## src/hw/rtl/ajb_pkg.sv

```systemverilog
package ajb_pkg;

    localparam int SAMPLE_W   = 16;
    localparam int OVF_W      = 16;
    localparam int UF_W       = 11;
    localparam int PF_W       = 4;
    localparam int LIM_W      = 10;
    localparam int CFG_IDX_W  = 1;
    localparam int CFG_DATA_W = 10;

    localparam logic [PF_W-1:0]      PF_RESET  = 4'd7;
    localparam logic [LIM_W-1:0]     LIM_RESET = 10'd200;
    localparam logic [UF_W-1:0]      UF_MAX    = 11'd2047;
    localparam logic [OVF_W-1:0]     OVF_MAX   = 16'hFFFF;

    localparam logic [CFG_IDX_W-1:0] REG_PREFETCH = 1'd0;
    localparam logic [CFG_IDX_W-1:0] REG_UF_LIMIT = 1'd1;

    typedef enum logic [1:0] {
        OP_PUT = 2'd0,
        OP_GET = 2'd1,
        OP_EOP = 2'd2
    } op_t;

    typedef enum logic [1:0] {
        MODE_IDLE      = 2'd0,
        MODE_BUFFERING = 2'd1,
        MODE_PLAYING   = 2'd2
    } mode_t;

    typedef enum logic [1:0] {
        KIND_PUT   = 2'd0,
        KIND_EOP   = 2'd1,
        KIND_FRAME = 2'd2
    } kind_t;

    typedef enum logic [1:0] {
        PUT_OK      = 2'd0,
        PUT_FULL    = 2'd1,
        PUT_IGNORED = 2'd2
    } status_t;

    // request from the controller to the output side
    typedef struct packed {
        logic    single;
        logic    frame;
        logic    play;
        kind_t   kind;
        status_t status;
    } req_t;

    // state after the current step, shown in every word
    typedef struct packed {
        mode_t             mode;
        logic [OVF_W-1:0]  ovf;
    } stat_t;

endpackage

```

## src/hw/rtl/ajb_ctrl.sv

```systemverilog
module ajb_ctrl #(
    parameter int FRAME_SIZE = 32,
    parameter int RING_LEN   = 480,
    parameter int PTR_W      = 9
) (
    input  logic                            clk,
    input  logic                            rst_n,
    input  logic                            s_axis_tvalid,
    output logic                            s_axis_tready,
    input  logic [1:0]                      op,
    input  logic [ajb_pkg::SAMPLE_W-1:0]    sample_in,
    input  logic                            cfg_valid,
    output logic                            cfg_ready,
    input  logic [ajb_pkg::CFG_IDX_W-1:0]   cfg_index,
    input  logic [ajb_pkg::CFG_DATA_W-1:0]  cfg_data,
    input  logic                            can_accept,
    output ajb_pkg::req_t                   req,
    output ajb_pkg::stat_t                  stat,
    output logic [PTR_W-1:0]                frame_base,
    output logic                            wr_en,
    output logic [PTR_W-1:0]                wr_addr,
    output logic [ajb_pkg::SAMPLE_W-1:0]    wr_data
);

    localparam int PFT_W = ajb_pkg::PF_W + $clog2(FRAME_SIZE + 1);
    localparam int AV_W  = PTR_W + 1;
    localparam int CMP_W = (AV_W > PFT_W) ? AV_W : PFT_W;

    logic [PTR_W-1:0]              wp_reg, wp_next, rp_reg, rp_next;
    ajb_pkg::mode_t                mode_reg, mode_next;
    logic [ajb_pkg::UF_W-1:0]      uf_reg, uf_next;
    logic                          pend_reg, pend_next;
    logic [ajb_pkg::OVF_W-1:0]     ovf_reg, ovf_next;
    logic [ajb_pkg::PF_W-1:0]      pf_reg, pf_next;
    logic [ajb_pkg::LIM_W-1:0]     lim_reg, lim_next;

    logic                          accept;
    logic [AV_W-1:0]               avail, wp_inc, rp_adv;
    logic [PFT_W-1:0]              thresh;
    logic [ajb_pkg::UF_W-1:0]      uf_bump;
    logic                          full;

    assign accept    = s_axis_tvalid && can_accept;
    assign s_axis_tready = can_accept;
    assign cfg_ready = 1'b1;

    always_comb
    begin
        if (wp_reg >= rp_reg)
        begin
            avail = {1'b0, wp_reg} - {1'b0, rp_reg};
        end
        else
        begin
            avail = AV_W'(RING_LEN) - {1'b0, rp_reg} + {1'b0, wp_reg};
        end
        wp_inc = {1'b0, wp_reg} + AV_W'(1);
        if (wp_inc >= AV_W'(RING_LEN))
        begin
            wp_inc = '0;
        end
        rp_adv = {1'b0, rp_reg} + AV_W'(FRAME_SIZE);
        if (rp_adv >= AV_W'(RING_LEN))
        begin
            rp_adv = '0;
        end
    end

    assign thresh  = PFT_W'(pf_reg) * PFT_W'(FRAME_SIZE);
    assign full    = (wp_inc[PTR_W-1:0] == rp_reg);
    assign uf_bump = (uf_reg == ajb_pkg::UF_MAX) ? uf_reg : uf_reg + 1'b1;

    always_comb
    begin
        wp_next    = wp_reg;
        rp_next    = rp_reg;
        mode_next  = mode_reg;
        uf_next    = uf_reg;
        pend_next  = pend_reg;
        ovf_next   = ovf_reg;
        pf_next    = pf_reg;
        lim_next   = lim_reg;
        wr_en      = 1'b0;
        req.single = 1'b0;
        req.frame  = 1'b0;
        req.play   = 1'b0;
        req.kind   = ajb_pkg::KIND_PUT;
        req.status = ajb_pkg::PUT_OK;

        if (cfg_valid)
        begin
            case (cfg_index)
                ajb_pkg::REG_PREFETCH: pf_next  = cfg_data[ajb_pkg::PF_W-1:0];
                ajb_pkg::REG_UF_LIMIT: lim_next = cfg_data[ajb_pkg::LIM_W-1:0];
                default: ;
            endcase
        end

        if (accept)
        begin
            case (op)
                ajb_pkg::OP_PUT:
                begin
                    req.single = 1'b1;
                    req.kind   = ajb_pkg::KIND_PUT;
                    if (pend_reg)
                    begin
                        req.status = ajb_pkg::PUT_IGNORED;
                    end
                    else if (full)
                    begin
                        req.status = ajb_pkg::PUT_FULL;
                        if (ovf_reg != ajb_pkg::OVF_MAX)
                        begin
                            ovf_next = ovf_reg + 1'b1;
                        end
                    end
                    else
                    begin
                        wr_en   = 1'b1;
                        wp_next = wp_inc[PTR_W-1:0];
                        if (mode_reg == ajb_pkg::MODE_IDLE)
                        begin
                            mode_next = ajb_pkg::MODE_BUFFERING;
                        end
                    end
                end
                ajb_pkg::OP_EOP:
                begin
                    req.single = 1'b1;
                    req.kind   = ajb_pkg::KIND_EOP;
                    if (pend_reg)
                    begin
                        pend_next = 1'b0;
                        wp_next   = '0;
                    end
                end
                ajb_pkg::OP_GET:
                begin
                    req.frame = 1'b1;
                    req.kind  = ajb_pkg::KIND_FRAME;
                    case (mode_reg)
                        ajb_pkg::MODE_BUFFERING:
                        begin
                            if (CMP_W'(avail) >= CMP_W'(thresh))
                            begin
                                mode_next = ajb_pkg::MODE_PLAYING;
                            end
                            else
                            begin
                                uf_next = uf_bump;
                                // too many starved gets: drop to idle, ask for reset
                                if (uf_bump > ajb_pkg::UF_W'(lim_reg))
                                begin
                                    mode_next = ajb_pkg::MODE_IDLE;
                                    uf_next   = '0;
                                    rp_next   = '0;
                                    pend_next = 1'b1;
                                end
                            end
                        end
                        ajb_pkg::MODE_PLAYING:
                        begin
                            if (avail < AV_W'(FRAME_SIZE))
                            begin
                                mode_next = ajb_pkg::MODE_BUFFERING;
                                uf_next   = uf_bump;
                            end
                            else
                            begin
                                uf_next = '0;
                            end
                        end
                        default: ;
                    endcase
                    if (mode_next == ajb_pkg::MODE_PLAYING)
                    begin
                        req.play = 1'b1;
                        rp_next  = rp_adv[PTR_W-1:0];
                    end
                end
                default: ;
            endcase
        end
    end

    assign frame_base = rp_reg;
    assign wr_addr    = wp_reg;
    assign wr_data    = sample_in;
    assign stat.mode  = mode_next;
    assign stat.ovf   = ovf_next;

    always_ff @(posedge clk or negedge rst_n)
    begin
        if (!rst_n)
        begin
            wp_reg   <= '0;
            rp_reg   <= '0;
            mode_reg <= ajb_pkg::MODE_IDLE;
            uf_reg   <= '0;
            pend_reg <= 1'b0;
            ovf_reg  <= '0;
            pf_reg   <= ajb_pkg::PF_RESET;
            lim_reg  <= ajb_pkg::LIM_RESET;
        end
        else
        begin
            wp_reg   <= wp_next;
            rp_reg   <= rp_next;
            mode_reg <= mode_next;
            uf_reg   <= uf_next;
            pend_reg <= pend_next;
            ovf_reg  <= ovf_next;
            pf_reg   <= pf_next;
            lim_reg  <= lim_next;
        end
    end

endmodule

```

## config.mk

```make
export PLATFORM = sky130hd
export DESIGN_NAME = ajb_ctrl
export DESIGN_NICKNAME = d
export VERILOG_FILES = /design/src/hw/rtl/ajb_pkg.sv /design/src/hw/rtl/ajb_ctrl.sv
export SDC_FILE = /design/constraint.sdc
export NUM_CORES = 1
export LEC_CHECK = 0
export ABC_AREA = 1
export BUFFER_PORTS_ARGS = -buffer_cell sky130_fd_sc_hd__buf_2
export CAP_MARGIN = 15
export CORE_MARGIN = 1.5
export CORE_UTILIZATION = 30
export CTS_CLUSTER_DIAMETER = 40
export DETAILED_ROUTE_END_ITERATION = 8
export GPL_TIMING_DRIVEN = 0
export PLACE_DENSITY = 0.53
export SLEW_MARGIN = 20
export SYNTH_ARGS = -nofsm -noshare
export SYNTH_HDL_FRONTEND = slang
export SYNTH_SLANG_ARGS = --single-unit
export TNS_END_PERCENT = 30
```

## constraint.sdc

```tcl
create_clock -name clk -period 4.3 [get_ports clk]
set_input_delay 0.86 -clock clk [delete_from_list [all_inputs] [get_ports clk]]
set_output_delay 0.86 -clock clk [all_outputs]
set_load 0.02 [all_outputs]
```

==> results of run 1 <==
[through the flow]
step / setup slack, ns / power, mW / util [%] / hold WS [ns]
final: 0.0579 / 4.27 / 41.5 / 0.391
after global routing: -0.116 / 4.65 / 41.5 / 0.399
after CTS: -0.0268 / 3.82 / 39.0 / 0.388
after detailed placement: -0.149 / 2.82 / 35.1 / 0.482
after global placement: -0.146 / 2.81 / 35.0 / 0.469
after floorplan: 0.218 / 2.33 / - / 0.453
[layer usage]
metal	vias to the layer above	GRT usage, %	wire, µm
met1	2273	20.2	6610
met5	-	0	0
met2	104	25.2	6430
li1	2588	-	-
met3	14	3.55	599
met4	0	3.52	154
[cell families (layout without fill, tap and decap cells)]
group / count (synthesis) / in the layout / share of synthesized area, %
AOI/OAI and AO/OA: 83 / 83 / 9.64
xor gates and xnor gates: 20 / 20 / 3.38
adders and majority gates: 49 / 49 / 12.1
buffers and inverters: 155 / 290 / 13.4
DFF: 57 / 57 / 27.7
other: 2 / 8 / 0.145
and+or+nand+nor: 370 / 370 / 33.7
[what timing repair did]
action / CTS / global route
buffers inserted: 24 / 22
hold buffers: 0 / 0
pin swaps: 18 / 30
resized for setup: 41 / 68
endpoints found under the setup margin: 3 / 3
[final cells by class]
class / count / area (µm²)
fillers: 1742 / 9770
repair buffers: 119 / 767
clock buffers: 9 / 225
flip-flops and latches: 57 / 1450
multi-input cells: 530 / 3440
clock inverters: 7 / 71.3
inverters: 125 / 479
plain buffers: 30 / 224
well taps: 220 / 275
[worst max path at each step]
stage,start,to,slack [ns],cells past startpoint
3_5_place_dp,frame_base[6],stat[16],-0.15,24
2_1_floorplan,frame_base[6],stat[16],0.22,23
3_3_place_gp,frame_base[6],stat[16],-0.15,24
4_1_cts,uf_reg[0],stat[16],-0.03,21
6_report,uf_reg[4],stat[17],0.06,22
5_1_grt,uf_reg[0],stat[17],-0.12,23
[power breakdown]
group	leakage, nW	switching (mW)	internal, mW
Combinational	2.73	1.59	1.16
Sequential	0.693	0.142	0.658
Clock	0.137	0.274	0.447
Total	3.56	2.01	2.26
[cells in the final DEF, fill, tap and decap left out, types with 11 or more instances in the layout]
cell and count:
dfrtp_2 11, inv_1 98, nand3_1 57, nand3_2 12, nand4_1 15, nor2_1 55, nand2_1 166, o21ai_0 27
a21oi_1 21, nand2_2 24, xor2_1 11, o21ai_2 11, nor2_4 11, buf_4 71, buf_2 68, inv_2 20
ha_1 34, dfrtp_1 40
==> impl_metrics.json, run 1 <==
{
  "nets": 955,
  "fin_crit_sh_pct": 98.7,
  "grt_pass1_wl_um": 22200,
  "instances_no_fill": 1097,
  "critical_path_required_ns": 3.44,
  "critPathArrivalTime_ns": 3.38,
  "skew_ns": 0.00952,
  "drtIter0Drc": 212,
  "ys_async_sr_fraction_pct": 100,
  "grt_usage_pct": 15.3,
  "grt_pass1_vias": 4676,
  "reg2regPathDepth": 21,
  "core_area_um2": 16700,
  "critPathTopFamily": "simple AND/OR/NAND/NOR gates",
  "synth_edf_count": 0,
  "synth.top_cell.area_share_pct": 24.6,
  "area_growth_pct": 33.8,
  "ios": 96,
  "start_kind": "flop",
  "ys_top_cells_by_area": "dfrtp_1 (25%), nand2_1 (13%), ha_1 (11%)",
  "drv_slew": 0,
  "fp.dieW_um": 134,
  "die_area_um2": 18100,
  "antenna_left": 0,
  "netlist_instances": 736,
  "yosys_most_used_dff": "dfrtp_1",
  "clk_latency_ns": 0.34,
  "finalCriticalPeriod_ns": 4.24,
  "ir_drop_mv": 0.230,
  "wl_per_cell_um": 12.6,
  "grt_max_degree": 44,
  "syn-cell-area_um2": 5180,
  "critPathMaxStageDelay_ns": 0.41,
  "status": "complete, no violations",
  "min_path_type": "primary input to asynchronous set/reset pin",
  "cts_sinks": 57,
  "setup_viol": 0,
  "path_buf_inv": 1,
  "cts_tree": "built",
  "synth.ff_latch_count": 57,
  "via_per_inst": 4.54,
  "power.density_nw_per_um2": 616,
  "setup_tns_ns": 0,
  "ys_seq_area_share_pct": 27.7,
  "hold_viol": 0,
  "cts_root_buf": "clkbuf_16",
  "drc": 0,
  "largest_reg_flops": 16,
  "path_clk_slew_ns": 0.05,
  "worstSetupPathType": "flop to output port",
  "overflow": 0,
  "timing.rr.start": "wr_addr[5]",
  "rows": 47,
  "antenna_found_initial": 0,
  "antenna_cells": 0,
  "start_util_pct": 31.0,
  "cap_violations": 0,
  "final_area_um2": 6930,
  "vias": 4979,
  "netlist_top_cells_count": "nand2_1 (181), inv_1 (118), nand3_1 (63), nor2_1 (58), dfrtp_1 (51)",
  "fp.dieH_um": 134,
  "rsz0062_at_grt": "yes",
  "placed_cell_area_um2": 5870,
  "crit_slowest_cell": "dfrtp_1",
  "cts-buffers-inserted": 9,
  "synth.avg_cell_area_um2": 7.04,
  "path_cells": "nand2_2 > nor4_4 > nand3_4 > nand2_2 > nor2_2 > nand2_2 > xor2_2 > ha_1 > nand2_2 > nor2_1 > nand2_1 > nand2_1 > nand2_1 > nand2_2 > a21oi_2 > nor2_1 > nand2_1 > nand2_2 > nand2_4 > nand2_1 > o211ai_1 > buf_4",
  "yosysWarnings": 0,
  "dp_cells": 1035,
  "yosysMostFrequentCell": "nand2_1",
  "p_leak_nw": 3.56,
  "r2r_end": "uf_reg[8]",
  "gp_congestion": 0.841,
  "port_buffers": 72,
  "critPathMaxFanout": 7,
  "r2r_setup_slack_ns": 0.85,
  "drtPass1Iterations": 4,
  "routed_wl_um": 13800,
  "drive_gt1_share_pct": 35.0,
  "dp_hpwl_um": 10000,
  "cp_common_cell": "nand2_2",
  "cts_max_level": 3,
  "fmax_mhz": 236,
  "yosysTopAreaCell": "dfrtp_1",
  "yosys.cell_types.count": 44,
  "cts_buffer_depth": 2,
  "cp-end-kind": "output port"
}
No activity file was read; power rests on OpenSTA's default activity.
==> run 2, diff against run 1 <==
PLACE_DENSITY = default   (was 0.53)
==> impl_metrics.json, run 2 (synthesis gave the netlist of run 1 again) <==
{
  "route.met2.wl_um": 6310,
  "cap_violations": 0,
  "cts_buffer_depth": 2,
  "met1_length_um": 6490,
  "cts_max_level": 3,
  "dp_hpwl_um": 9780,
  "wl_per_cell_um": 12.5,
  "fp.dieW_um": 134,
  "critPathMaxFanout": 8,
  "cts_root_buf": "clkbuf_16",
  "drtPass1Iterations": 5,
  "cts_tree": "built",
  "start_kind": "flop",
  "r2r_setup_slack_ns": 0.85,
  "preCtsSetupSlack_ns": -0.100,
  "timing.final.ws_setup_ns": 0.0516,
  "antenna_left": 0,
  "vias": 5042,
  "dp_cells": 1035,
  "instances_no_fill": 1097,
  "worstSetupPathType": "flop to output port",
  "n_fill_cell": 1732,
  "nets": 955,
  "placed_cell_area_um2": 5870,
  "clk_latency_ns": 0.34,
  "cp-end-kind": "output port",
  "drive_gt1_share_pct": 33.3,
  "wl_met3_um": 624,
  "grt_pass1_wl_um": 22700,
  "rows": 47,
  "power.density_nw_per_um2": 600,
  "drtIter0Drc": 228,
  "reg2regPathDepth": 20,
  "p_leak_nw": 3.55,
  "cts_sinks": 57,
  "hold_viol": 0,
  "r2r_end": "uf_reg[8]",
  "largest_reg_flops": 16,
  "skew_ns": 0.0114,
  "grt_usage_pct": 15.6,
  "path_clk_slew_ns": 0.06,
  "rsz0062_at_grt": "yes",
  "finalCriticalPeriod_ns": 4.25,
  "antenna_cells": 0,
  "core_area_um2": 16700,
  "fin_crit_sh_pct": 98.8,
  "start_util_pct": 31.0,
  "critical_path_required_ns": 3.44,
  "fp.dieH_um": 134,
  "drc": 0,
  "setup_viol": 0,
  "critPathArrivalTime_ns": 3.39,
  "gp_congestion": 0.850,
  "cts-buffers-inserted": 9,
  "routed_wl_um": 13700,
  "timing.rr.start": "frame_base[5]",
  "grt_max_degree": 54,
  "drv_slew": 0,
  "area_growth_pct": 32.6,
  "final_area_um2": 6870,
  "grt_pass1_vias": 4761,
  "via_per_inst": 4.60,
  "final_common_cell": "nand2_1",
  "status": "complete, no violations",
  "port_buffers": 72,
  "die_area_um2": 18100,
  "overflow": 0,
  "ios": 96,
  "final_cell_mix": "nand2_1 (169), inv_1 (105), buf_4 (71)",
  "topRoutingLayerUsed": "met4",
  "min_path_type": "primary input to asynchronous set/reset pin",
  "antenna_found_initial": 0,
  "ir_drop_mv": 0.258,
  "fmax_mhz": 235
}
==> run 2: cell type report <==
class | count | area, µm² | area share [%]
clock buffer | 9 | 225 | 3.28
inverter | 125 | 479 | 6.97
timing repair buffer | 119 | 758 | 11.0
buffer | 30 | 224 | 3.26
tap | 220 | 275 | 4.01
clock inverter | 7 | 47.5 | 0.692
sequential | 57 | 1450 | 21.0
multi-input combinational | 530 | 3420 | 49.7
==> run 2: worst max-delay path: stages (launching register included) <==
cell      delay (ns)
dfrtp_1         0.40
ha_4            0.17
nand3_4         0.09
nor4_4          0.26
nand3_4         0.23
nand2_4         0.15
nor3_2          0.07
a21oi_2         0.21
ha_4            0.18
nand2_1         0.06
nor4_2          0.28
nand2_1         0.13
a21oi_2         0.17
nor2_1          0.05
nand2_1         0.06
nand2_1         0.06
nand2_2         0.11
nand2_1         0.06
o211ai_1        0.11
buf_4           0.19
==> run 2: routing by layer <==
layer  global-route usage, %  vias up
met5                       0        -
met1                    20.4     2282
met2                    25.9      143
met3                    3.06       24
li1                        -     2593
met4                    5.26        0
==> run 2: how the worst max path moves through the flow <==
| stage | start | endpoint | slack [ns] | cells past startpoint |
|---|---|---|---|---|
| finish | uf_reg[0] | stat[17] | 0.05 | 19 |
| global route | uf_reg[0] | stat[16] | -0.16 | 23 |
| CTS | uf_reg[1] | stat[16] | -0.05 | 21 |
| detailed placement | frame_base[6] | stat[16] | -0.1 | 24 |
| global placement | frame_base[6] | stat[16] | -0.08 | 24 |
| floorplan | frame_base[6] | stat[16] | 0.22 | 23 |
==> run 2: timing repair <==
item / 4_1_cts / 5_1_grt
buffers inserted: 22 / 24
gates resized for setup: 43 / 51
hold buffers: 0 / 0
setup endpoints to repair: 3 / 3
pin swaps: 24 / 34
==> run 2: power by group <==
part	switching, mW	total, mW	internal (mW)	leakage, nW
clock	0.272	0.659	0.388	0.131
sequential	0.134	0.791	0.657	0.694
combinational	1.56	2.67	1.11	2.73
==> run 2: metrics by stage <==
| step | hold WS, ns | TNS, ns | total power, mW | utilization [%] |
|---|---|---|---|---|
| floorplan | 0.453 | 0 | 2.33 | - |
| global placement | 0.476 | -0.157 | 2.79 | 35.0 |
| detailed placement | 0.479 | -0.214 | 2.80 | 35.1 |
| CTS | 0.325 | -0.0717 | 3.74 | 38.9 |
| global route | 0.332 | -0.417 | 4.51 | 41.1 |
| finish | 0.336 | 0 | 4.12 | 41.1 |
