`src/hw/rtl/ajb_pkg.sv`:
```
package ajb_pkg;

    localparam int SAMPLE_W   = 16;
    localparam int OVF_W      = 16;
    localparam int UF_W       = 11;
    localparam int PF_W       = 4;
    localparam int LIM_W      = 10;
    localparam int CFG_IDX_W  = 1;
    localparam int CFG_DATA_W = 10;

    localparam logic [PF_W-1:0]      PF_RESET  = 4'd7;
    localparam logic [LIM_W-1:0]     LIM_RESET = 10'd200;
    localparam logic [UF_W-1:0]      UF_MAX    = 11'd2047;
    localparam logic [OVF_W-1:0]     OVF_MAX   = 16'hFFFF;

    localparam logic [CFG_IDX_W-1:0] REG_PREFETCH = 1'd0;
    localparam logic [CFG_IDX_W-1:0] REG_UF_LIMIT = 1'd1;

    typedef enum logic [1:0] {
        OP_PUT = 2'd0,
        OP_GET = 2'd1,
        OP_EOP = 2'd2
    } op_t;

    typedef enum logic [1:0] {
        MODE_IDLE      = 2'd0,
        MODE_BUFFERING = 2'd1,
        MODE_PLAYING   = 2'd2
    } mode_t;

    typedef enum logic [1:0] {
        KIND_PUT   = 2'd0,
        KIND_EOP   = 2'd1,
        KIND_FRAME = 2'd2
    } kind_t;

    typedef enum logic [1:0] {
        PUT_OK      = 2'd0,
        PUT_FULL    = 2'd1,
        PUT_IGNORED = 2'd2
    } status_t;

    // request from the controller to the output side
    typedef struct packed {
        logic    single;
        logic    frame;
        logic    play;
        kind_t   kind;
        status_t status;
    } req_t;

    // state after the current step, shown in every word
    typedef struct packed {
        mode_t             mode;
        logic [OVF_W-1:0]  ovf;
    } stat_t;

endpackage

```
`src/hw/rtl/ajb_stream.sv`:
```
module ajb_stream #(
    parameter int FRAME_SIZE = 32,
    parameter int PTR_W      = 9
) (
    input  logic                          clk,
    input  logic                          rst_n,
    input  ajb_pkg::req_t                 req,
    input  ajb_pkg::stat_t                stat,
    input  logic [PTR_W-1:0]              frame_base,
    output logic                          can_accept,
    output logic                          rd_en,
    output logic [PTR_W-1:0]              rd_addr,
    input  logic [ajb_pkg::SAMPLE_W-1:0]  rd_data,
    output logic                          m_axis_tvalid,
    input  logic                          m_axis_tready,
    output logic [39:0]                   m_axis_tdata,
    output logic [2:0]                    m_axis_tuser,
    output logic                          m_axis_tlast
);

    localparam int CNT_W = $clog2(FRAME_SIZE + 1);

    logic                          busy_reg, busy_next;
    logic [CNT_W-1:0]              idx_reg, idx_next;
    logic [PTR_W-1:0]              base_reg, base_next;
    logic                          play_reg, play_next;
    logic                          pend_reg, pend_next;
    logic                          pend_last_reg, pend_last_next;

    logic                          valid_reg, valid_next;
    ajb_pkg::kind_t                kind_reg, kind_next;
    ajb_pkg::status_t              status_reg, status_next;
    logic [ajb_pkg::SAMPLE_W-1:0]  smp_reg, smp_next;
    logic                          fb_reg, fb_next;
    logic                          last_reg, last_next;
    ajb_pkg::mode_t                mode_reg, mode_next;
    logic [ajb_pkg::OVF_W-1:0]     ovf_reg, ovf_next;

    logic                          out_free, load_pend;

    assign out_free   = !valid_reg || m_axis_tready;
    assign load_pend  = pend_reg && out_free;
    assign can_accept = !busy_reg && out_free;
    // a new read only when the word already in the RAM output register moves on
    assign rd_en      = busy_reg && (idx_reg != CNT_W'(FRAME_SIZE)) && (!pend_reg || load_pend);
    assign rd_addr    = base_reg + PTR_W'(idx_reg);

    always_comb
    begin
        busy_next      = busy_reg;
        idx_next       = idx_reg;
        base_next      = base_reg;
        play_next      = play_reg;
        pend_next      = pend_reg;
        pend_last_next = pend_last_reg;
        valid_next     = valid_reg;
        kind_next      = kind_reg;
        status_next    = status_reg;
        smp_next       = smp_reg;
        fb_next        = fb_reg;
        last_next      = last_reg;
        mode_next      = mode_reg;
        ovf_next       = ovf_reg;

        if (valid_reg && m_axis_tready)
        begin
            valid_next = 1'b0;
        end

        if (req.frame)
        begin
            busy_next = 1'b1;
            idx_next  = '0;
            base_next = frame_base;
            play_next = req.play;
        end

        if (load_pend)
        begin
            pend_next = 1'b0;
            if (pend_last_reg)
            begin
                busy_next = 1'b0;
            end
        end

        if (rd_en)
        begin
            pend_next      = 1'b1;
            pend_last_next = (idx_reg == CNT_W'(FRAME_SIZE - 1));
            idx_next       = idx_reg + 1'b1;
        end

        if (req.single)
        begin
            valid_next  = 1'b1;
            kind_next   = req.kind;
            status_next = req.status;
            smp_next    = '0;
            fb_next     = 1'b0;
            last_next   = 1'b1;
            mode_next   = stat.mode;
            ovf_next    = stat.ovf;
        end
        else if (load_pend)
        begin
            valid_next  = 1'b1;
            kind_next   = ajb_pkg::KIND_FRAME;
            status_next = ajb_pkg::PUT_OK;
            smp_next    = play_reg ? rd_data : '0;
            fb_next     = play_reg;
            last_next   = pend_last_reg;
            mode_next   = stat.mode;
            ovf_next    = stat.ovf;
        end
    end

    always_ff @(posedge clk or negedge rst_n)
    begin
        if (!rst_n)
        begin
            busy_reg  <= 1'b0;
            pend_reg  <= 1'b0;
            valid_reg <= 1'b0;
        end
        else
        begin
            busy_reg  <= busy_next;
            pend_reg  <= pend_next;
            valid_reg <= valid_next;
        end
    end

    always_ff @(posedge clk)
    begin
        idx_reg       <= idx_next;
        base_reg      <= base_next;
        play_reg      <= play_next;
        pend_last_reg <= pend_last_next;
        kind_reg      <= kind_next;
        status_reg    <= status_next;
        smp_reg       <= smp_next;
        fb_reg        <= fb_next;
        last_reg      <= last_next;
        mode_reg      <= mode_next;
        ovf_reg       <= ovf_next;
    end

    assign m_axis_tvalid = valid_reg;
    assign m_axis_tdata  = {4'b0, ovf_reg, mode_reg, smp_reg, status_reg};
    assign m_axis_tuser  = {fb_reg, kind_reg};
    assign m_axis_tlast  = last_reg;

endmodule

```
`config.mk`:
```
export PLATFORM = sky130hd
export DESIGN_NAME = ajb_stream
export DESIGN_NICKNAME = d
export VERILOG_FILES = /design/src/hw/rtl/ajb_pkg.sv /design/src/hw/rtl/ajb_stream.sv
export SDC_FILE = /design/constraint.sdc
export NUM_CORES = 1
export LEC_CHECK = 0
export ABC_CLOCK_PERIOD_IN_PS = 6000
export BUFFER_PORTS_ARGS = -buffer_cell sky130_fd_sc_hd__buf_2
export CORE_ASPECT_RATIO = 1.5
export CORE_MARGIN = 3
export CORE_UTILIZATION = 35
export CTS_CLUSTER_DIAMETER = 40
export CTS_CLUSTER_SIZE = 25
export DETAILED_ROUTE_END_ITERATION = 7
export SYNTH_ARGS = -nofsm -noshare
export SYNTH_HDL_FRONTEND = slang
export SYNTH_SLANG_ARGS = --single-unit
```
`constraint.sdc`:
```
create_clock -name clk -period 6 [get_ports clk]
set_clock_uncertainty 0.05 [all_clocks]
set_input_delay 1.5 -clock clk [delete_from_list [all_inputs] [get_ports clk]]
set_output_delay 1.5 -clock clk [all_outputs]
set_load 0.1 [all_outputs]
```
==> key figures, run 1 <==
Timing
  • Worst-margin pin slew: ~0.85 ns
  • Fmax achieved: between 200 and 250 MHz
  • Share of the clock period used by the worst path: about two thirds
  • Slew margin rel.: a little over two fifths
  • Worst setup margin: 1.95 ns
  • Slew Limit Fails: 0
  • Final setup vio count: 0
  • RSZ-0062 raised after global routing: no
  • Hold Vio Cnt, Final: 0
  • Tmin final: about 4 ns
  • Setup TNS Final: 0 ns
  • WHS: 0.420 ns

CTS
  • PostCTS Resize Cnt: 0
  • Clk buf depth: 2
  • Total CTS buffers: 9
  • CTS clk-pin slew, worst paths: 0.06 ns
  • H-tree depth: 3
  • # hold bufs at CTS: 0
  • CTS tree: yes
  • Post-CTS setup buffer count: 0
  • Clock Latency Late Sink: 0.33 ns
  • CTS root buf: clkbuf_8
  • Clock Sink Count: 60

Floorplanning
  • I/O pin total: between 100 and 150
  • DIE HEIGHT: 107 µm
  • Cell Rows: 36
  • Die Wd: around 73 µm
  • Core Box Area: between 0.006 and 0.007 mm²
  • Die area: slightly below 0.008 mm²
  • Initial Util: approximately 36%

Logic synthesis
  • Leading area contributor after synthesis: edfxtp_1
  • Synth warnings: 0
  • Syn avg cell area: 14.6 µm²
  • Yosys cell types: 34
  • Mapped cell area: between 0.002 and 0.0025 mm²
  • Synth area leaders: edfxtp_1 50%, dfxtp_1 15%, ha_1 4.2%
  • Seq/Total Area, Yosys: roughly two thirds
  • Post-synthesis instance total: around 160
  • Register bit count reported by yosys: 60
  • Synth top area share: 49.6%

Min path
  • Hold Crit Class: reg2reg
  • Hold Startpoint: fb_reg
  • Number of cells on the worst hold path: 1
  • Hold Path End: fb_reg

Placement
  • Buffers on Ports: 104
  • Pre-CTS setup slack: between 1.5 and 2 ns
  • Placer Congestion: 0.744
  • Placed inst area: 0.00293 mm²
  • Hpwl dp: approximately 3700 µm

Finish
  • Design Area, Final: between 0.003 and 0.004 mm²
  • Final nets: about 330
  • Area grow syn2layout: 31.2%
  • Most frequent cells in the layout: 104 x buf_2, 39 x edfxtp_1, 18 x dfxtp_1
  • Share of post-route cells with drive strength above 1: between 40% and 50%
  • Layout fillers: 620
  • Commonest non-fill, non-tap cell in the layout: buf_2
  • Number of diodes: 0

Routing
  • Drt pass-1 iters: 4
  • Number of DRC markers in iteration 0: about 100
  • Drc violations: 0
  • Routed Antenna Nets: 0
  • Final wirelength: just under 5000 µm
  • WL per Instance: between 10 and 15 µm
  • Via count: about 1.6k
  • Avg Vias per Cell: between 4 and 5

GRT
  • Initial antenna violation count: 0
  • Gr ovfl total: 0
  • Vias in the first global route: approximately 1.6k
  • Tot GR Track Use: around 13%
  • First-pass GRT wire length: 7790 µm
  • Pin count of the biggest net entering global routing: 23

Setup path
  • CP Cell Sequence: buf_2 > nor2b_1 > nand2_1 > nand2b_1 > inv_1 > buf_2
  • Crit-path max cell delay: between 0.3 and 0.4 ns
  • WP buf/inv: 3
  • Crit path max-delay family: buffers and inverters
  • Worst r2r src: m_axis_tvalid
  • Most frequent CP cell: buf_2
  • R2r endpoint: ovf_reg[15]
  • Critical path class: in2out
  • CP Data Arrival Time: ~2.5 ns
  • Reg2Reg Depth: 3
  • Worst-path maximum fanout: 8
  • WP data required: about 4.5 ns
  • R2R Setup Slk: between 3 and 4 ns
  • Worst setup SP type: primary input
  • Critical Path Slowest Stage Cell: buf_2
  • Crit. End Element: output pin

Outcome
  • Status: finished clean

Run
  • Maxcap violations: 0
==> area by class of cell <==
cell class | instances | area (µm²) | share of cell area (%)
Multi-Input combinational cell | 90 | 681 | 21.9
Clock buffer | 14 | 164 | 5.28
Tap cell | 76 | 95.1 | 3.07
Sequential cell | 60 | 1610 | 51.8
Inverter | 7 | 26.3 | 0.847
Timing Repair Buffer | 104 | 520 | 16.8
Clock inverter | 2 | 8.76 | 0.282
==> synthesized netlist by cell type <==
cell,count
a21oi_1,7
buf_4,6
fa_1,1
a21o_1,3
o41ai_1,1
a211oi_1,1
dfrtp_1,3
nand2b_4,1
edfxtp_1,39
nand3_1,3
conb_1,1
nor3b_4,1
a22o_1,7
o21a_1,2
ha_1,8
nor3_1,1
xor2_1,6
nand2_4,1
o21bai_1,1
nand2b_1,3
nor2b_1,1
nand4_1,2
clkbuf_2,1
a21oi_2,1
and2_1,3
nor2_1,8
a21o_2,1
a211o_1,1
a22o_2,9
dfxtp_1,18
buf_6,1
xnor2_1,4
nand2_1,9
inv_1,7
==> per-layer routing <==
layer | part of all wire [%] | track usage (%)
met1 | 36 | 14.4
met2 | 57 | 22.9
met3 | 5.1 | 4.03
met4 | 2.4 | 7.92
met5 | 0 | 0
==> worst max path at each step <==
stage	start	to	slack (ns)	cells after the start
6_report	m_axis_tready	rd_en	1.95	6
3_5_place_dp	m_axis_tready	rd_en	1.94	6
4_1_cts	m_axis_tready	rd_en	1.92	6
3_3_place_gp	m_axis_tready	rd_en	1.97	6
5_1_grt	idx_reg[0]	rd_addr[8]	1.85	7
2_1_floorplan	idx_reg[0]	rd_addr[6]	1.45	6
==> kinds of logic after synthesis <==
logic type | count (synthesis) | share of synthesized area, %
compound gates | 34 | 11.6
xor+xnor | 10 | 3.71
fa+ha+maj | 9 | 5.08
buf+inv | 15 | 3.71
flops | 60 | 68.0
other cells | 1 | 0.159
simple gates | 33 | 7.78
==> per-stage QoR <==
stage	instances	util [%]
finish	353	47.5
detailed placement	337	44.8
floorplan	165	-
global placement	337	44.8
CTS	353	47.5
global route	353	47.5
Power of run 1 is not shown: default switching activity piles up to over one toggle a cycle in this logic, so the estimate is an artifact.
==> run 2: changes to the inputs <==
--- a/config.mk
+++ b/config.mk
@@ -5,7 +5,7 @@
 export SDC_FILE = /design/constraint.sdc
 export NUM_CORES = 1
 export LEC_CHECK = 0
-export ABC_CLOCK_PERIOD_IN_PS = 6000
+export ABC_CLOCK_PERIOD_IN_PS = 3400
 export BUFFER_PORTS_ARGS = -buffer_cell sky130_fd_sc_hd__buf_2
 export CORE_ASPECT_RATIO = 1.5
 export CORE_MARGIN = 3
@@ -13,6 +13,7 @@
 export CTS_CLUSTER_DIAMETER = 40
 export CTS_CLUSTER_SIZE = 25
 export DETAILED_ROUTE_END_ITERATION = 7
+export PLACE_DENSITY = 0.65
 export SYNTH_ARGS = -nofsm -noshare
 export SYNTH_HDL_FRONTEND = slang
 export SYNTH_SLANG_ARGS = --single-unit
==> constraint.sdc (replaced) <==
create_clock -name clk -period 3.4 [get_ports clk]
set_clock_uncertainty 0.05 [all_clocks]
set_input_delay 0.85 -clock clk [delete_from_list [all_inputs] [get_ports clk]]
set_output_delay 0.85 -clock clk [all_outputs]
set_load 0.1 [all_outputs]
==> key figures, run 2 (same netlist as run 1, synthesis figures left out) <==
Setup path
  • Worst setup SP type: flop
  • Reg2Reg Depth: 7
  • CP Data Arrival Time: ~2.4 ns
  • Critical Path Slowest Stage Cell: edfxtp_1
  • WP data required: ~2.5 ns
  • Crit path max-delay family: adder cells
  • CP Cell Sequence: ha_1 > fa_1 > a21o_1 > a21oi_1 > xnor2_2 > buf_4
  • WP buf/inv: 1
  • R2R Setup Slk: ~1.3 ns
  • R2r endpoint: idx_reg[2]
  • Crit-path max cell delay: about 0.45 ns
  • Worst-path maximum fanout: 5
  • Crit. End Element: output pin
  • Critical path class: reg2out
  • Worst r2r src: idx_reg[1]

Timing
  • Worst setup margin: 0.120 ns
  • Slew margin rel.: a little under half
  • Fmax achieved: slightly above 300 MHz
  • Setup TNS Final: 0 ns
  • Tmin final: 3.28 ns
  • Slew Limit Fails: 0
  • Worst-margin pin slew: slightly above 0.8 ns
  • Hold Vio Cnt, Final: 0
  • Final setup vio count: 0
  • Share of the clock period used by the worst path: a little over nine tenths

Finish
  • Number of diodes: 0
  • Design Area, Final: ~0.0032 mm²
  • Commonest non-fill, non-tap cell in the layout: buf_2
  • Share of post-route cells with drive strength above 1: 50.2%
  • Most frequent cells in the layout: 100 x buf_2, 39 x edfxtp_1, 18 x dfxtp_1
  • Area grow syn2layout: 34.4%
  • Final nets: between 300 and 400

CTS
  • CTS clk-pin slew, worst paths: roughly 0.060 ns
  • CTS tree: yes
  • CTS root buf: clkbuf_8
  • Clock Sink Count: 60
  • Clock Latency Late Sink: approximately 0.33 ns
  • Clk buf depth: 2
  • Post-CTS setup buffer count: 0
  • Total CTS buffers: 9
  • # hold bufs at CTS: 0
  • H-tree depth: 3

Placement
  • Pre-CTS setup slack: 0.352 ns
  • Hpwl dp: between 3000 and 4000 µm
  • Buffers on Ports: ~100
  • Placed inst area: between 0.002 and 0.003 mm²
  • Placer Congestion: between 0.7 and 0.8

Floorplanning
  • I/O pin total: about 110
  • Cell Rows: 36
  • Die area: 0.00780 mm²
  • Initial Util: between 30% and 40%
  • Core Box Area: around 0.0065 mm²
  • DIE HEIGHT: between 100 and 150 µm
  • Die Wd: 73.1 µm

Outcome
  • Status: finished clean

Routing
  • Drc violations: 0
  • Routed Antenna Nets: 0
  • Number of DRC markers in iteration 0: 62
  • Avg Vias per Cell: around 4.6
  • WL per Instance: roughly 14 µm
  • Final wirelength: 4980 µm
  • Via count: roughly 1.6k
  • Drt pass-1 iters: 4

GRT
  • Gr ovfl total: 0
  • Initial antenna violation count: 0
  • First-pass GRT wire length: roughly 7800 µm
  • Pin count of the biggest net entering global routing: 23
  • Tot GR Track Use: between 10% and 20%
  • Vias in the first global route: around 1.6k

Run
  • Maxcap violations: 0

Min path
  • Hold Crit Class: in2async
==> run 2: changes by cell type in the layout (fill, tap and decap cells not counted), sizes merged <==
cell | before | now
clkbuf | 14 | 16
==> run 2: cell type report <==
cell class | instances | area (µm²)
sequential | 60 | 1610
multi-input combinational | 90 | 729
inverter | 7 | 26.3
clock buffer | 14 | 163
tap | 76 | 95.1
clock inverter | 2 | 10.0
fill | 581 | 3360
timing repair buffer | 106 | 546
==> run 2: worst max path at each step <==
stage	start	end	slack, ns	cells after the start
3_3_place_gp	idx_reg[0]	rd_addr[4]	0.38	6
3_5_place_dp	idx_reg[0]	rd_addr[4]	0.35	6
4_1_cts	idx_reg[0]	rd_addr[6]	0.008	7
5_1_grt	idx_reg[0]	rd_addr[4]	-0.01	6
2_1_floorplan	idx_reg[0]	rd_addr[6]	0.09	6
6_report	idx_reg[0]	rd_addr[4]	0.12	6
==> run 2: per-layer routing <==
layer  vias to the layer above  wire [µm]  global-route usage (%)
li1                        803          -                       -
met3                         9        295                    4.69
met5                         -          0                       0
met2                        46       2820                    23.2
met1                       765       1760                    14.1
met4                         0        108                    7.12
==> run 2: worst register-to-register path: stages, from the launching register on <==
cell and delay [ns]:
edfxtp_1 0.49, inv_1 0.09, ha_1 0.15, nand2_1 0.05, o41ai_1 0.39, nand2b_1 0.19, buf_4 0.15, nand2b_1 0.20
==> run 2: metrics by stage <==
step	hold slack, ns	instances	utilization [%]
detailed placement	0.396	339	45.8
floorplan	0.385	165	-
CTS	0.238	355	48.5
finish	0.256	355	48.6
global route	0.236	355	48.6
global placement	0.389	339	45.8
==> run 2: timing repair <==
item,CTS,global route
resized for setup,2,2
gates cloned,0,0
pin swaps,0,0
setup endpoints to repair,2,2
Power of run 2 is left out for the same reason.
==> run 3: changes to the inputs <==
--- a/config.mk
+++ b/config.mk
@@ -7,13 +7,15 @@
 export LEC_CHECK = 0
 export ABC_CLOCK_PERIOD_IN_PS = 3400
 export BUFFER_PORTS_ARGS = -buffer_cell sky130_fd_sc_hd__buf_2
+export CELL_PAD_IN_SITES_DETAIL_PLACEMENT = 1
+export CELL_PAD_IN_SITES_GLOBAL_PLACEMENT = 1
 export CORE_ASPECT_RATIO = 1.5
 export CORE_MARGIN = 3
-export CORE_UTILIZATION = 35
+export CORE_UTILIZATION = 32
 export CTS_CLUSTER_DIAMETER = 40
 export CTS_CLUSTER_SIZE = 25
 export DETAILED_ROUTE_END_ITERATION = 7
-export PLACE_DENSITY = 0.65
+export PLACE_DENSITY_LB_ADDON = 0.1
 export SYNTH_ARGS = -nofsm -noshare
 export SYNTH_HDL_FRONTEND = slang
 export SYNTH_SLANG_ARGS = --single-unit
==> key figures, run 3 (same netlist as run 1, synthesis figures left out) <==
GRT
  • Initial antenna violation count: 0
  • Tot GR Track Use: a little over an eighth
  • Vias in the first global route: roughly 1.8k
  • Pin count of the biggest net entering global routing: 23
  • First-pass GRT wire length: between 8000 and 9000 µm
  • Gr ovfl total: 0

Floorplanning
  • Initial Util: between 30% and 40%
  • Die area: between 0.008 and 0.009 mm²
  • DIE HEIGHT: 111 µm
  • I/O pin total: roughly 110
  • Core Box Area: 0.00704 mm²
  • Die Wd: roughly 76 µm
  • Cell Rows: 37

Routing
  • Via count: about 1.7k
  • Avg Vias per Cell: 4.45
  • Drt pass-1 iters: 3
  • Drc violations: 0
  • WL per Instance: approximately 14 µm
  • Final wirelength: 5190 µm
  • Number of DRC markers in iteration 0: between 90 and 100
  • Routed Antenna Nets: 0

CTS
  • Clk buf depth: 2
  • CTS root buf: clkbuf_8
  • Total CTS buffers: 9
  • # hold bufs at CTS: 0
  • PostCTS Resize Cnt: 3
  • H-tree depth: 3
  • CTS clk-pin slew, worst paths: roughly 0.070 ns
  • Clock Sink Count: 60
  • CTS tree: yes
  • Post-CTS setup buffer count: 0
  • Clock Latency Late Sink: 0.32 ns

Setup path
  • R2R Setup Slk: between 1 and 1.5 ns
  • Worst r2r src: idx_reg[1]
  • Worst-path maximum fanout: 5
  • WP data required: roughly 2.5 ns
  • Reg2Reg Depth: 6
  • Critical path class: reg2out
  • Worst setup SP type: flop
  • CP Data Arrival Time: 2.33 ns
  • R2r endpoint: idx_reg[4]
  • Crit. End Element: output pin

Finish
  • Post-route insts no fill: approximately 380
  • Layout fillers: around 790
  • Most frequent cells in the layout: 100 x buf_2, 39 x edfxtp_1, 18 x dfxtp_1
  • Commonest non-fill, non-tap cell in the layout: buf_2
  • Share of post-route cells with drive strength above 1: about half
  • Number of diodes: 0
  • Area grow syn2layout: 36.8%
  • Final nets: about 340

Min path
  • Hold Crit Class: in2async

Placement
  • Placer Congestion: approximately 0.7
  • Hpwl dp: between 4000 and 5000 µm
  • Placed cells: roughly 360
  • Buffers on Ports: between 100 and 150

Timing
  • Slew Limit Fails: 0
  • RSZ-0062 raised after global routing: no
  • Final setup vio count: 0
  • Fmax achieved: roughly 310 MHz
  • WHS: about 0.26 ns
  • Slew margin rel.: roughly 45%
  • Tmin final: between 3 and 4 ns
  • Share of the clock period used by the worst path: a little over nine tenths
  • Setup TNS Final: 0 ns
  • Hold Vio Cnt, Final: 0
  • Worst-margin pin slew: slightly above 0.8 ns

Run
  • Maxcap violations: 0

Outcome
  • Status: finished clean
-- run 3: final cells by class --
class	count	area (µm²)	area share, %
Clock buffer	10	138	4.26
Clock inverter	6	63.8	1.97
Inverter	7	26.3	0.812
Multi-Input combinational cell	90	729	22.6
Sequential cell	60	1610	49.7
Tap cell	97	121	3.75
Timing Repair Buffer	105	549	17.0
-- run 3: worst max-delay path by stage --
stage	from	end
floorplan	idx_reg[0]	rd_addr[6]
global placement	idx_reg[0]	rd_addr[4]
detailed placement	idx_reg[0]	rd_addr[8]
CTS	idx_reg[2]	rd_addr[7]
finish	idx_reg[0]	rd_addr[4]
global route	idx_reg[0]	rd_addr[8]
-- run 3: stage by stage --
step	utilization (%)	worst slack [ns]	cell area (µm²)
final	46.0	0.173	3230
after global routing	46.0	0.0157	3230
after CTS	45.8	0.0797	3220
after detailed placement	42.8	0.334	3010
after global placement	42.8	0.373	3010
after floorplan	-	0.0948	2420
-- run 3: per-layer routing --
metal | track usage [%] | up-vias | wire length, µm
met1 | 14.8 | 796 | 1990
met2 | 22.8 | 63 | 2800
li1 | - | 802 | -
met5 | 0 | - | 0
met3 | 3.74 | 6 | 317
met4 | 5.80 | 0 | 77
-- run 3: worst max-delay path, stage by stage, from the launching register on --
cell and delay, ns:
edfxtp_1 0.46, ha_1 0.27, fa_1 0.43, a21o_1 0.21, a21oi_1 0.23, xnor2_2 0.14, buf_6 0.24
Power of run 3 is left out for the same reason.
